--- config.mk ---
export PLATFORM = sky130hd
export DESIGN_NAME = beacon_ssid_extractor_unit
export DESIGN_NICKNAME = d
export VERILOG_FILES = /design/src/rtl/bse_pkg.sv /design/src/rtl/bse_parser.sv /design/src/rtl/bse_queue.sv /design/src/rtl/bse_drain.sv /design/src/rtl/beacon_ssid_extractor_unit.sv
export VERILOG_INCLUDE_DIRS = /design/src /design/src/rtl
export SDC_FILE = /design/constraint.sdc
export NUM_CORES = 1
export LEC_CHECK = 0
export ABC_AREA = 1
export BUFFER_PORTS_ARGS = -buffer_cell sky130_fd_sc_hd__buf_2
export CAP_MARGIN = 0
export CORE_ASPECT_RATIO = 0.5
export CORE_MARGIN = 2
export CORE_UTILIZATION = 55
export CTS_CLUSTER_DIAMETER = 150
export DETAILED_ROUTE_END_ITERATION = 7
export GPL_TIMING_DRIVEN = 0
export HOLD_SLACK_MARGIN = 0.06
export PLACE_DENSITY = 0.72
export SLEW_MARGIN = 0
export SYNTH_ARGS = -nofsm -noshare
export SYNTH_HDL_FRONTEND = slang
export SYNTH_HIERARCHICAL = 1
export SYNTH_SLANG_ARGS = --single-unit
--- constraint.sdc ---
create_clock -name clk -period 7.8 [get_ports clk]
set_input_delay 1.56 -clock clk [delete_from_list [all_inputs] [get_ports clk]]
set_output_delay 1.56 -clock clk [all_outputs]
set_load 0.005 [all_outputs]
--- src/rtl/beacon_ssid_extractor_unit_assert.svh ---
// Assertion helpers shared by the beacon SSID extractor modules.
`ifndef BEACON_SSID_EXTRACTOR_UNIT_ASSERT_SVH
`define BEACON_SSID_EXTRACTOR_UNIT_ASSERT_SVH

// Checked on every clock edge outside reset.
`define BSE_ASSERT(label, clk, rst, prop, msg) \
  label: assert property (@(posedge clk) disable iff (rst) prop) else $error(msg);

// Checked on every clock edge, reset included.
`define BSE_ASSERT_ALWAYS(label, clk, prop, msg) \
  label: assert property (@(posedge clk) prop) else $error(msg);

`endif

--- src/rtl/bse_pkg.sv ---
`timescale 1ns / 1ps

package bse_pkg;

  localparam int MAX_SSID_BYTES = 32;
  localparam int HDR_BYTES      = 24;
  localparam int FIXED_BYTES    = 12;
  localparam int ENTRY_HDR_BYTES = 6;

  localparam logic [7:0] TAG_SSID   = 8'h00;
  localparam logic [7:0] TAG_VENDOR = 8'hDD;

  // result kinds
  localparam logic [1:0] KIND_BSSID  = 2'd0;
  localparam logic [1:0] KIND_SSID   = 2'd1;
  localparam logic [1:0] KIND_STATUS = 2'd2;

  // frame status codes
  localparam logic [2:0] ST_BEACON      = 3'd0;
  localparam logic [2:0] ST_TOO_SHORT   = 3'd1;
  localparam logic [2:0] ST_BAD_VERSION = 3'd2;
  localparam logic [2:0] ST_NOT_MGMT    = 3'd3;
  localparam logic [2:0] ST_NOT_BEACON  = 3'd4;

  // configuration register indexes
  localparam int CFG_IDX_W = 1;
  localparam logic [CFG_IDX_W-1:0] CFG_VENDOR_ID = 1'b0;
  localparam logic [CFG_IDX_W-1:0] CFG_ENABLE    = 1'b1;

  localparam logic [31:0] VENDOR_ID_RESET = 32'h0050F205;

  // front-to-back queue, depth a power of two
  localparam int Q_DEPTH = 4;
  localparam int Q_PTR_W = $clog2(Q_DEPTH);
  localparam int Q_CNT_W = $clog2(Q_DEPTH + 1);
  localparam logic [Q_CNT_W-1:0] Q_FULL_CNT = Q_CNT_W'(Q_DEPTH);
  localparam logic [Q_CNT_W-1:0] Q_CNT_STEP = Q_CNT_W'(1);
  localparam logic [Q_PTR_W-1:0] Q_PTR_STEP = Q_PTR_W'(1);

  typedef struct packed {
    logic [7:0]  frame_byte;
    logic        frame_start;
    logic [11:0] frame_length;
  } item_t;

  typedef struct packed {
    logic [1:0] result_kind;
    logic [7:0] payload_byte;
    logic [7:0] ssid_number;
    logic       ssid_end;
    logic [2:0] frame_status;
    logic [7:0] ssid_total;
  } result_t;

  // up to two words caused by one input byte
  typedef struct packed {
    logic    two;
    result_t res0;
    result_t res1;
  } bundle_t;

  typedef struct packed {
    logic [31:0] vendor_id;
    logic        enable;
  } cfg_t;

endpackage

--- src/rtl/bse_parser.sv ---
`timescale 1ns / 1ps

module bse_parser (
  input  logic             clk,
  input  logic             rst,
  input  bse_pkg::cfg_t    cfg,
  input  logic             push,
  input  logic             full,
  input  bse_pkg::item_t   item,
  output logic             wr,
  output bse_pkg::bundle_t wdata
);

  typedef enum logic [3:0] {
    PH_IDLE, PH_HEADER, PH_ELEM_ID, PH_LEN_SSID, PH_LEN_VEND, PH_LEN_OTHER,
    PH_SKIP, PH_SSID_BODY, PH_VEND_ID, PH_VEND_PAD, PH_VEND_COUNT,
    PH_ENTRY_HDR, PH_ENTRY_NAME, PH_DONE
  } phase_t;

  phase_t      phase, phase_next;
  logic [11:0] pos, pos_next;
  logic [11:0] rem, rem_next;
  logic [2:0]  verdict, verdict_next;
  logic [7:0]  elen, elen_next;
  logic [7:0]  eoff, eoff_next;
  logic [31:0] vmatch, vmatch_next;
  logic [8:0]  budget, budget_next;
  logic [7:0]  entries, entries_next;
  logic [5:0]  ent_off, ent_off_next;
  logic [7:0]  name_len, name_len_next;
  logic [7:0]  ssid_cnt, ssid_cnt_next;

  logic           accept;
  logic           active;
  logic [11:0]    left;
  logic [7:0]     b;
  logic           data_put;
  logic           status_put;
  bse_pkg::result_t data_res;
  bse_pkg::result_t status_res;

  function automatic phase_t next_entry(input logic [7:0] ent, input logic [8:0] bud);
    if (ent == 8'd0 || bud < 9'(bse_pkg::ENTRY_HDR_BYTES)) begin
      return PH_SKIP;
    end
    return PH_ENTRY_HDR;
  endfunction

  assign accept = push && !full;
  assign b      = item.frame_byte;
  assign active = accept && (item.frame_start || (phase != PH_IDLE && rem != 12'd0));

  always_comb begin
    logic last;
    phase_next    = phase;
    pos_next      = pos;
    rem_next      = rem;
    verdict_next  = verdict;
    elen_next     = elen;
    eoff_next     = eoff;
    vmatch_next   = vmatch;
    budget_next   = budget;
    entries_next  = entries;
    ent_off_next  = ent_off;
    name_len_next = name_len;
    ssid_cnt_next = ssid_cnt;
    left          = rem;
    last          = 1'b0;
    data_put      = 1'b0;
    status_put    = 1'b0;
    data_res      = '0;
    status_res    = '0;

    if (active) begin
      if (item.frame_start) begin
        left          = (item.frame_length == 12'd0) ? 12'd1 : item.frame_length;
        pos_next      = 12'd0;
        ssid_cnt_next = 8'd0;
        elen_next     = 8'd0;
        eoff_next     = 8'd0;
        vmatch_next   = 32'd0;
        budget_next   = 9'd0;
        entries_next  = 8'd0;
        ent_off_next  = 6'd0;
        name_len_next = 8'd0;
        if (item.frame_length < 12'(bse_pkg::HDR_BYTES)) begin
          verdict_next = bse_pkg::ST_TOO_SHORT;
        end else if (b[1:0] != 2'd0) begin
          verdict_next = bse_pkg::ST_BAD_VERSION;
        end else if (b[3:2] != 2'd0) begin
          verdict_next = bse_pkg::ST_NOT_MGMT;
        end else if (b[7:4] != 4'd8) begin
          verdict_next = bse_pkg::ST_NOT_BEACON;
        end else begin
          verdict_next = bse_pkg::ST_BEACON;
        end
        phase_next = (verdict_next != bse_pkg::ST_BEACON) ? PH_DONE : PH_HEADER;
      end

      case (phase_next)
        PH_HEADER: begin
          if (pos_next >= 12'd16 && pos_next <= 12'd21) begin
            data_put              = 1'b1;
            data_res.result_kind  = bse_pkg::KIND_BSSID;
            data_res.payload_byte = b;
            data_res.ssid_end     = (pos_next == 12'd21);
          end
          if (pos_next == 12'(bse_pkg::HDR_BYTES + bse_pkg::FIXED_BYTES - 1)) begin
            phase_next = PH_ELEM_ID;
          end
        end
        PH_ELEM_ID: begin
          if (left <= 12'd2) begin
            phase_next = PH_DONE;
          end else if (b == bse_pkg::TAG_SSID) begin
            phase_next = PH_LEN_SSID;
          end else if (b == bse_pkg::TAG_VENDOR) begin
            phase_next = PH_LEN_VEND;
          end else begin
            phase_next = PH_LEN_OTHER;
          end
        end
        PH_LEN_SSID, PH_LEN_VEND, PH_LEN_OTHER: begin
          elen_next = b;
          eoff_next = 8'd0;
          if (b == 8'd0) begin
            phase_next = PH_ELEM_ID;
          end else if (phase_next == PH_LEN_SSID) begin
            phase_next = (b <= 8'(bse_pkg::MAX_SSID_BYTES)
                          && {1'b0, left} >= {5'd0, b} + 13'd1) ? PH_SSID_BODY : PH_SKIP;
          end else if (phase_next == PH_LEN_VEND && cfg.enable && b > 8'd4
                       && {1'b0, left} >= {5'd0, b} + 13'd1) begin
            vmatch_next = 32'd0;
            phase_next  = PH_VEND_ID;
          end else begin
            phase_next = PH_SKIP;
          end
        end
        PH_SSID_BODY: begin
          last                  = ({1'b0, eoff} + 9'd1 == {1'b0, elen});
          data_put              = 1'b1;
          data_res.result_kind  = bse_pkg::KIND_SSID;
          data_res.payload_byte = b;
          data_res.ssid_number  = ssid_cnt_next;
          data_res.ssid_end     = last;
          if (last && ssid_cnt_next != 8'hFF) begin
            ssid_cnt_next = ssid_cnt_next + 8'd1;
          end
        end
        PH_VEND_ID: begin
          vmatch_next = {vmatch_next[23:0], b};
          if (eoff == 8'd3) begin
            phase_next = (vmatch_next == cfg.vendor_id && elen >= 8'd6) ? PH_VEND_PAD
                                                                         : PH_SKIP;
          end
        end
        PH_VEND_PAD: begin
          phase_next = PH_VEND_COUNT;
        end
        PH_VEND_COUNT: begin
          entries_next = b;
          budget_next  = {1'b0, elen} - 9'(bse_pkg::ENTRY_HDR_BYTES);
          phase_next   = next_entry(entries_next, budget_next);
          if (phase_next == PH_ENTRY_HDR) begin
            ent_off_next = 6'd0;
          end
        end
        PH_ENTRY_HDR: begin
          if (ent_off < 6'(bse_pkg::ENTRY_HDR_BYTES - 1)) begin
            ent_off_next = ent_off + 6'd1;
          end else if (b > 8'(bse_pkg::MAX_SSID_BYTES)
                       || {1'b0, budget} < 10'(bse_pkg::ENTRY_HDR_BYTES) + {2'd0, b}) begin
            phase_next = PH_SKIP;
          end else begin
            budget_next   = 9'({1'b0, budget} - (10'(bse_pkg::ENTRY_HDR_BYTES) + {2'd0, b}));
            name_len_next = b;
            entries_next  = entries - 8'd1;
            if (b == 8'd0) begin
              phase_next = next_entry(entries_next, budget_next);
              if (phase_next == PH_ENTRY_HDR) begin
                ent_off_next = 6'd0;
              end
            end else begin
              ent_off_next = 6'd0;
              phase_next   = PH_ENTRY_NAME;
            end
          end
        end
        PH_ENTRY_NAME: begin
          last                  = ({3'd0, ent_off} + 9'd1 >= {1'b0, name_len});
          data_put              = 1'b1;
          data_res.result_kind  = bse_pkg::KIND_SSID;
          data_res.payload_byte = b;
          data_res.ssid_number  = ssid_cnt_next;
          data_res.ssid_end     = last;
          if (last) begin
            if (ssid_cnt_next != 8'hFF) begin
              ssid_cnt_next = ssid_cnt_next + 8'd1;
            end
            phase_next = next_entry(entries, budget);
            if (phase_next == PH_ENTRY_HDR) begin
              ent_off_next = 6'd0;
            end
          end else begin
            ent_off_next = ent_off + 6'd1;
          end
        end
        default: begin
        end
      endcase

      // element body byte consumed: step the offset, fall back to the tag at the end
      if (phase == PH_SKIP || phase == PH_SSID_BODY || phase == PH_VEND_ID
          || phase == PH_VEND_PAD || phase == PH_VEND_COUNT || phase == PH_ENTRY_HDR
          || phase == PH_ENTRY_NAME) begin
        if (!item.frame_start) begin
          eoff_next = eoff + 8'd1;
          if (eoff_next >= elen) begin
            phase_next = PH_ELEM_ID;
          end
        end
      end

      pos_next = pos_next + 12'd1;
      rem_next = left - 12'd1;
      if (left == 12'd1) begin
        status_put              = 1'b1;
        status_res.result_kind  = bse_pkg::KIND_STATUS;
        status_res.frame_status = verdict_next;
        status_res.ssid_total   = ssid_cnt_next;
        phase_next              = PH_IDLE;
      end
    end
  end

  always_comb begin
    wr         = active && (data_put || status_put);
    wdata.two  = data_put && status_put;
    wdata.res0 = data_put ? data_res : status_res;
    wdata.res1 = status_res;
  end

  always_ff @(posedge clk) begin
    if (rst) begin
      phase    <= PH_IDLE;
      pos      <= '0;
      rem      <= '0;
      verdict  <= '0;
      elen     <= '0;
      eoff     <= '0;
      vmatch   <= '0;
      budget   <= '0;
      entries  <= '0;
      ent_off  <= '0;
      name_len <= '0;
      ssid_cnt <= '0;
    end else begin
      phase    <= phase_next;
      pos      <= pos_next;
      rem      <= rem_next;
      verdict  <= verdict_next;
      elen     <= elen_next;
      eoff     <= eoff_next;
      vmatch   <= vmatch_next;
      budget   <= budget_next;
      entries  <= entries_next;
      ent_off  <= ent_off_next;
      name_len <= name_len_next;
      ssid_cnt <= ssid_cnt_next;
    end
  end

endmodule

--- src/rtl/bse_queue.sv ---
`timescale 1ns / 1ps
`include "beacon_ssid_extractor_unit_assert.svh"

module bse_queue (
  input  logic             clk,
  input  logic             rst,
  input  logic             wr,
  input  bse_pkg::bundle_t wdata,
  input  logic             rd,
  output bse_pkg::bundle_t rdata,
  output logic             full,
  output logic             nempty
);

  bse_pkg::bundle_t              slots [bse_pkg::Q_DEPTH];
  logic [bse_pkg::Q_PTR_W-1:0] wr_ptr;
  logic [bse_pkg::Q_PTR_W-1:0] rd_ptr;
  logic [bse_pkg::Q_CNT_W-1:0] count;

  assign full   = (count == bse_pkg::Q_FULL_CNT);
  assign nempty = (count != '0);
  assign rdata  = slots[rd_ptr];

  always_ff @(posedge clk) begin
    if (wr) begin
      slots[wr_ptr] <= wdata;
    end
  end

  always_ff @(posedge clk) begin
    if (rst) begin
      wr_ptr <= '0;
      rd_ptr <= '0;
      count  <= '0;
    end else begin
      if (wr) begin
        wr_ptr <= wr_ptr + bse_pkg::Q_PTR_STEP;
      end
      if (rd) begin
        rd_ptr <= rd_ptr + bse_pkg::Q_PTR_STEP;
      end
      if (wr && !rd) begin
        count <= count + bse_pkg::Q_CNT_STEP;
      end else if (rd && !wr) begin
        count <= count - bse_pkg::Q_CNT_STEP;
      end
    end
  end

  `BSE_ASSERT_ALWAYS(a_reset_clear, clk, rst |=> (count == '0), "queue not cleared by reset")
  `BSE_ASSERT(a_count_bound, clk, rst, count <= bse_pkg::Q_FULL_CNT, "queue count past depth")
  `BSE_ASSERT(a_no_overflow, clk, rst, wr |-> !full, "write into full queue")
  `BSE_ASSERT(a_no_underflow, clk, rst, rd |-> nempty, "read from empty queue")
  `BSE_ASSERT(a_count_up, clk, rst, (wr && !rd) |=> count == $past(count) + bse_pkg::Q_CNT_STEP, "count did not follow write")

endmodule

--- src/rtl/bse_drain.sv ---
`timescale 1ns / 1ps
`include "beacon_ssid_extractor_unit_assert.svh"

module bse_drain (
  input  logic             clk,
  input  logic             rst,
  input  logic             q_nempty,
  input  bse_pkg::bundle_t q_rdata,
  output logic             q_rd,
  input  logic             pop,
  output logic             empty,
  output bse_pkg::result_t result
);

  bse_pkg::bundle_t cur;
  logic             valid;
  logic             second;
  logic             finishing;

  // the held bundle is used up by this pop
  assign finishing = valid && pop && (second || !cur.two);
  assign q_rd      = q_nempty && (!valid || finishing);
  assign empty     = !valid;
  assign result    = second ? cur.res1 : cur.res0;

  always_ff @(posedge clk) begin
    if (q_rd) begin
      cur <= q_rdata;
    end
  end

  always_ff @(posedge clk) begin
    if (rst) begin
      valid  <= 1'b0;
      second <= 1'b0;
    end else if (q_rd) begin
      valid  <= 1'b1;
      second <= 1'b0;
    end else if (valid && pop) begin
      if (cur.two && !second) begin
        second <= 1'b1;
      end else begin
        valid  <= 1'b0;
        second <= 1'b0;
      end
    end
  end

  `BSE_ASSERT(a_second_legal, clk, rst, second |-> (valid && cur.two), "second word without pair")
  `BSE_ASSERT(a_pair_advance, clk, rst, (valid && pop && cur.two && !second) |=> (valid && second), "pair not advanced")
  `BSE_ASSERT(a_load_only_free, clk, rst, q_rd |-> (!valid || finishing), "held word overwritten")

endmodule

--- src/rtl/beacon_ssid_extractor_unit.sv ---
`timescale 1ns / 1ps

// channel   | handshake           | word
// ----------+---------------------+------------------------------------------
// input     | push / full         | item   (frame_byte, frame_start, length)
// result    | empty / pop         | result (kind, byte, number, end, status)
// config    | cfg_write           | cfg_index, cfg_data (32 bits)
//
// Each accepted byte yields zero, one or two result words, the second being the
// end-of-frame status; one byte is taken every cycle while full is low.
// A result word reaches the ports once its bundle has passed the queue and the drain's holding register.
// The parser writes a four-entry queue and full rises only when it is full, so a
// stalled reader stops input once five byte bundles wait (four queued, one held).
// Synchronous reset clears all control state and restores the configuration defaults.
module beacon_ssid_extractor_unit (
  input  logic                           clk,
  input  logic                           rst,
  input  logic                           push,
  output logic                           full,
  input  bse_pkg::item_t                 item,
  output logic                           empty,
  input  logic                           pop,
  output bse_pkg::result_t               result,
  input  logic                           cfg_write,
  input  logic [bse_pkg::CFG_IDX_W-1:0] cfg_index,
  input  logic [31:0]                    cfg_data
);

  bse_pkg::cfg_t    cfg;
  logic             q_wr;
  bse_pkg::bundle_t q_wdata;
  logic             q_rd;
  bse_pkg::bundle_t q_rdata;
  logic             q_nempty;

  always_ff @(posedge clk) begin
    if (rst) begin
      cfg.vendor_id <= bse_pkg::VENDOR_ID_RESET;
      cfg.enable    <= 1'b1;
    end else if (cfg_write) begin
      case (cfg_index)
        bse_pkg::CFG_VENDOR_ID: cfg.vendor_id <= cfg_data;
        bse_pkg::CFG_ENABLE:    cfg.enable    <= cfg_data[0];
        default: begin
        end
      endcase
    end
  end

  bse_parser u_parser (
    .clk   (clk),
    .rst   (rst),
    .cfg   (cfg),
    .push  (push),
    .full  (full),
    .item  (item),
    .wr    (q_wr),
    .wdata (q_wdata)
  );

  bse_queue u_queue (
    .clk    (clk),
    .rst    (rst),
    .wr     (q_wr),
    .wdata  (q_wdata),
    .rd     (q_rd),
    .rdata  (q_rdata),
    .full   (full),
    .nempty (q_nempty)
  );

  bse_drain u_drain (
    .clk      (clk),
    .rst      (rst),
    .q_nempty (q_nempty),
    .q_rdata  (q_rdata),
    .q_rd     (q_rd),
    .pop      (pop),
    .empty    (empty),
    .result   (result)
  );

endmodule

==> results.md <==
* Buffers on Ports at between 80 and 90
* Adder-cell share of the synthesized area at 0.03250
* GRT Overall Usage at 0.2865
* Internal power at 5363 uW
* Post-synthesis simple-gate area fraction at 0.2098
* Diodes inserted at 0
* Number of vias in the routed layout at 19,010
* Synth-to-Final Area Change at 11.17%
* Cts bufs inserted at 42
* Total Neg Setup Slack at 0 ps
* Final wirelength at 64,670 um
* Row count at 53
* Clock group share of total power at 0.234
* Dominant cell type by area after synthesis: edfxtp_1
* Avg Cell Area, Syn at a little over 9 um^2
* First-pass iteration count of the detailed router at 5
* Hold WS at 454.3 ps
* Worst path slowest cell: inv_4
* Core box area at 0.04244 mm^2
* Crit-path max cell delay at 660 ps
* Post-synth cell types at 63
* Max_cap viols at 0
* Clock period minus worst slack at 5614 ps
* Die ar. at around 0.045 mm^2
* Overflow after GRT at 0
* Pleak at between 0.01 and 0.015 uW
* Maximum fanout along the worst path at 61
* CTS H-Tree Depth at 2
* Req. time, crit path at about 8000 ps
* Peak supply drop at around 220 uV
* Critical Path Source Type: input pin
* Share of cells above drive strength 1 at 0.1644
* Post-synth top flop: edfxtp_1
* EDFF count, synth at ~300
* FF/Latch Area at 0.01224 mm^2
* CTS Hold Buffers Added at 0
* DR WL/cell at approximately 19 um
* Post-synthesis compound-gate area fraction at 0.1425
* Post-synth ARST share at 0
* Final period util at 0.7197
* Initial antenna violation count at 0
* Yosys reg bits at 459
* Syn Inst Count at 2,628
* Critical path class: in2reg
* Worst hold path type: reg2reg
* FMAX at 178.1 MHz
* RSZ-0062 raised after global routing: false
* ANT nets after route at 0
* CTS resizes at 0
* Yosys warns at 6
* Crit path max-delay family: buffers and inverters
* Seq/Total Area, Yosys at 0.5112
* Worst endpoint data arrival time at 5790 ps
* Comb pwr share at 0.383
* Synth top area cells: edfxtp_1, dfxtp_1, nand2_1
* Die Ht at approximately 150 um
* Synth Cell Area at ~0.024 mm^2
* Post-synthesis mux area share at 0
* CP bufs+invs at 10
* Worst setup EP type: flop
* Fillers at 3,612
* Slew margin rel. at 0.3730
* Initial Util at 0.5642
* Setup bufs post-CTS at 0
* Final Net Count at 2,898
* Dpl hpwl at 45,260 um
* Switching power at 3397 uW
* Ports at 91
* Clk_skew at 23.67 ps
* Worst-margin pin slew at approximately 940 ps
* Synth top area share at 0.3825
* Final Hold Vio Count at 0
* Post-synthesis xor/xnor area fraction at 0.01829
* Pwr/cell area at 329.1 mW/mm^2
* Starting DRT DRC Count at 1,520
* Status: completed
* Number of global-route vias before repair at about 18,000
* Largest net degree at the start of global routing at 62
* Clock sink count at 459
* R2R Setup Slk at 3980 ps
* Gpl congestion at 0.9665
* Skew-Pair Late Insertion Delay at 570 ps
* Cells along the critical path: buf_6 -> buf_8 -> buf_6 -> buf_6 -> buf_2 -> buf_1 -> nor2_1 -> inv_1 -> ha_1 -> nand4_1 -> a21oi_1 -> nand4_1 -> nand2_2 -> inv_2 -> nor2_4 -> inv_4 -> nand2_1 -> nand2_1 -> inv_4
* Root Driver: clkbuf_16
* Final Max Tran Viols at 0
* Most frequent CP cell: buf_6
* First-pass GRT wire length at 100,500 um
* CTS tree: yes
* DRC Markers at 0
* Longest Clk Path Bufs at 3
* Worst-path clk slew at roughly 70 ps
* Largest family of logic cells by synthesized area: simple AND/OR/NAND/NOR gates
* Final Core Density at 0.6272
* Via-to-Cell Ratio at 5.611
* Final Setup Violations at 0
* Sw Share at 0.3878
* Sequential power share at 0.383
* Multi-input gate area at ~0.01 mm^2
* Die Width at around 300 um
==> layer usage <==
metal | vias to the layer above | share of wire | track usage
met5 | - | 0 | 0
met4 | 0 | 0.025 | 0.08000
met3 | 98 | 0.079 | 0.04505
met2 | 729 | 0.47 | 0.4873
met1 | 9022 | 0.42 | 0.3846
li1 | 9162 | - | -
==> through the flow <==
step                      setup WS, ps  power (uW)  area [um^2]  std cells
after floorplan                   2315        5634        24010       2645
after global placement           232.3        6624        25160       3307
final                             2186        8760        26620       3388
after detailed placement          1683        6703        25270       3311
after global routing              2009        9271        26620       3388
after CTS                         2263        8757        26620       3388
==> Yosys cell counts (40+ instances only) <==
cell type  number
nand2_1       479
nand3_1       129
nor2_4         57
o21ai_0       185
edfxtp_1      305
a21oi_1       141
dfxtp_1       154
o21ai_1        48
xor2_1         42
buf_2          46
o22ai_2        40
nor2_2         46
ha_1           59
nor2_1        281
inv_1         265
clkbuf_1       41
==> final cells by class <==
type / count / area share
tap: 577 / 0.02712
timing repair buffer: 89 / 0.01955
clock buffer: 65 / 0.04460
buffer: 143 / 0.03516
sequential: 459 / 0.4599
clock inverter: 12 / 0.006110
inverter: 294 / 0.04216
multi-input combinational: 1749 / 0.3654
==> registers in the layout (all words and copies together) (netlist names), 9 cells and up, named ones only <==
signal and flops:
cfg 33, u_parser/pos 12, u_parser/budget 9, u_parser/rem 12
u_queue/slots 244, u_parser/vmatch 24, u_drain/cur 61
==> worst register-to-register path, stage by stage (launching register included) <==
cell and delay (ps):
dfxtp_1 410, inv_1 110, nor3_1 400, nand3_1 150
xor2_1 240, ha_1 290, a21o_1 180, a22oi_1 160
nand3_1 420, nand2_1 290, o21ai_0 100, nand2_1 70
a31oi_1 50, o22ai_1 470, nor2_1 200
==> power groups by stage <==
stage	clock network, uW	registers, uW	logic (uW)
detailed placement	0	3390	3310
finish	2050	3350	3350
global placement	0	3410	3210
CTS	2080	3350	3320
global route	2190	3390	3680
floorplan	0	3310	2320
==> cells in the final DEF, fill, tap and decap left out, types with 42 or more instances in the layout <==
cell type	count
a21oi_1	141
buf_2	131
clkbuf_1	59
clkbuf_16	42
dfxtp_1	154
edfxtp_1	305
ha_1	59
inv_1	261
nand2_1	479
nand3_1	129
nor2_1	281
nor2_2	46
nor2_4	57
o21ai_0	185
o21ai_1	48
xor2_1	42
==> logic make-up after synthesis <==
| group | Yosys count |
|---|---|
| simple gates | 1077 |
| other cells | 1 |
| xor+xnor | 50 |
| fa+ha+maj | 61 |
| compound gates | 543 |
| flops | 459 |
| buf+inv | 437 |
==> worst paths after layout <==
kind                                     start                                 to  depth (start not counted)
max                                   item[12]     u_queue/slots[1][33]$_DFFE_PP_                         19
min          u_parser/name_len[6]$_SDFFE_PP0P_  u_parser/name_len[6]$_SDFFE_PP0P_                          2
max reg2reg   u_parser/ent_off[0]$_SDFFE_PP0P_     u_queue/slots[2][34]$_DFFE_PP_                         14
min reg2reg  u_parser/name_len[6]$_SDFFE_PP0P_  u_parser/name_len[6]$_SDFFE_PP0P_                          2
Power figures use the tool's default switching activity.
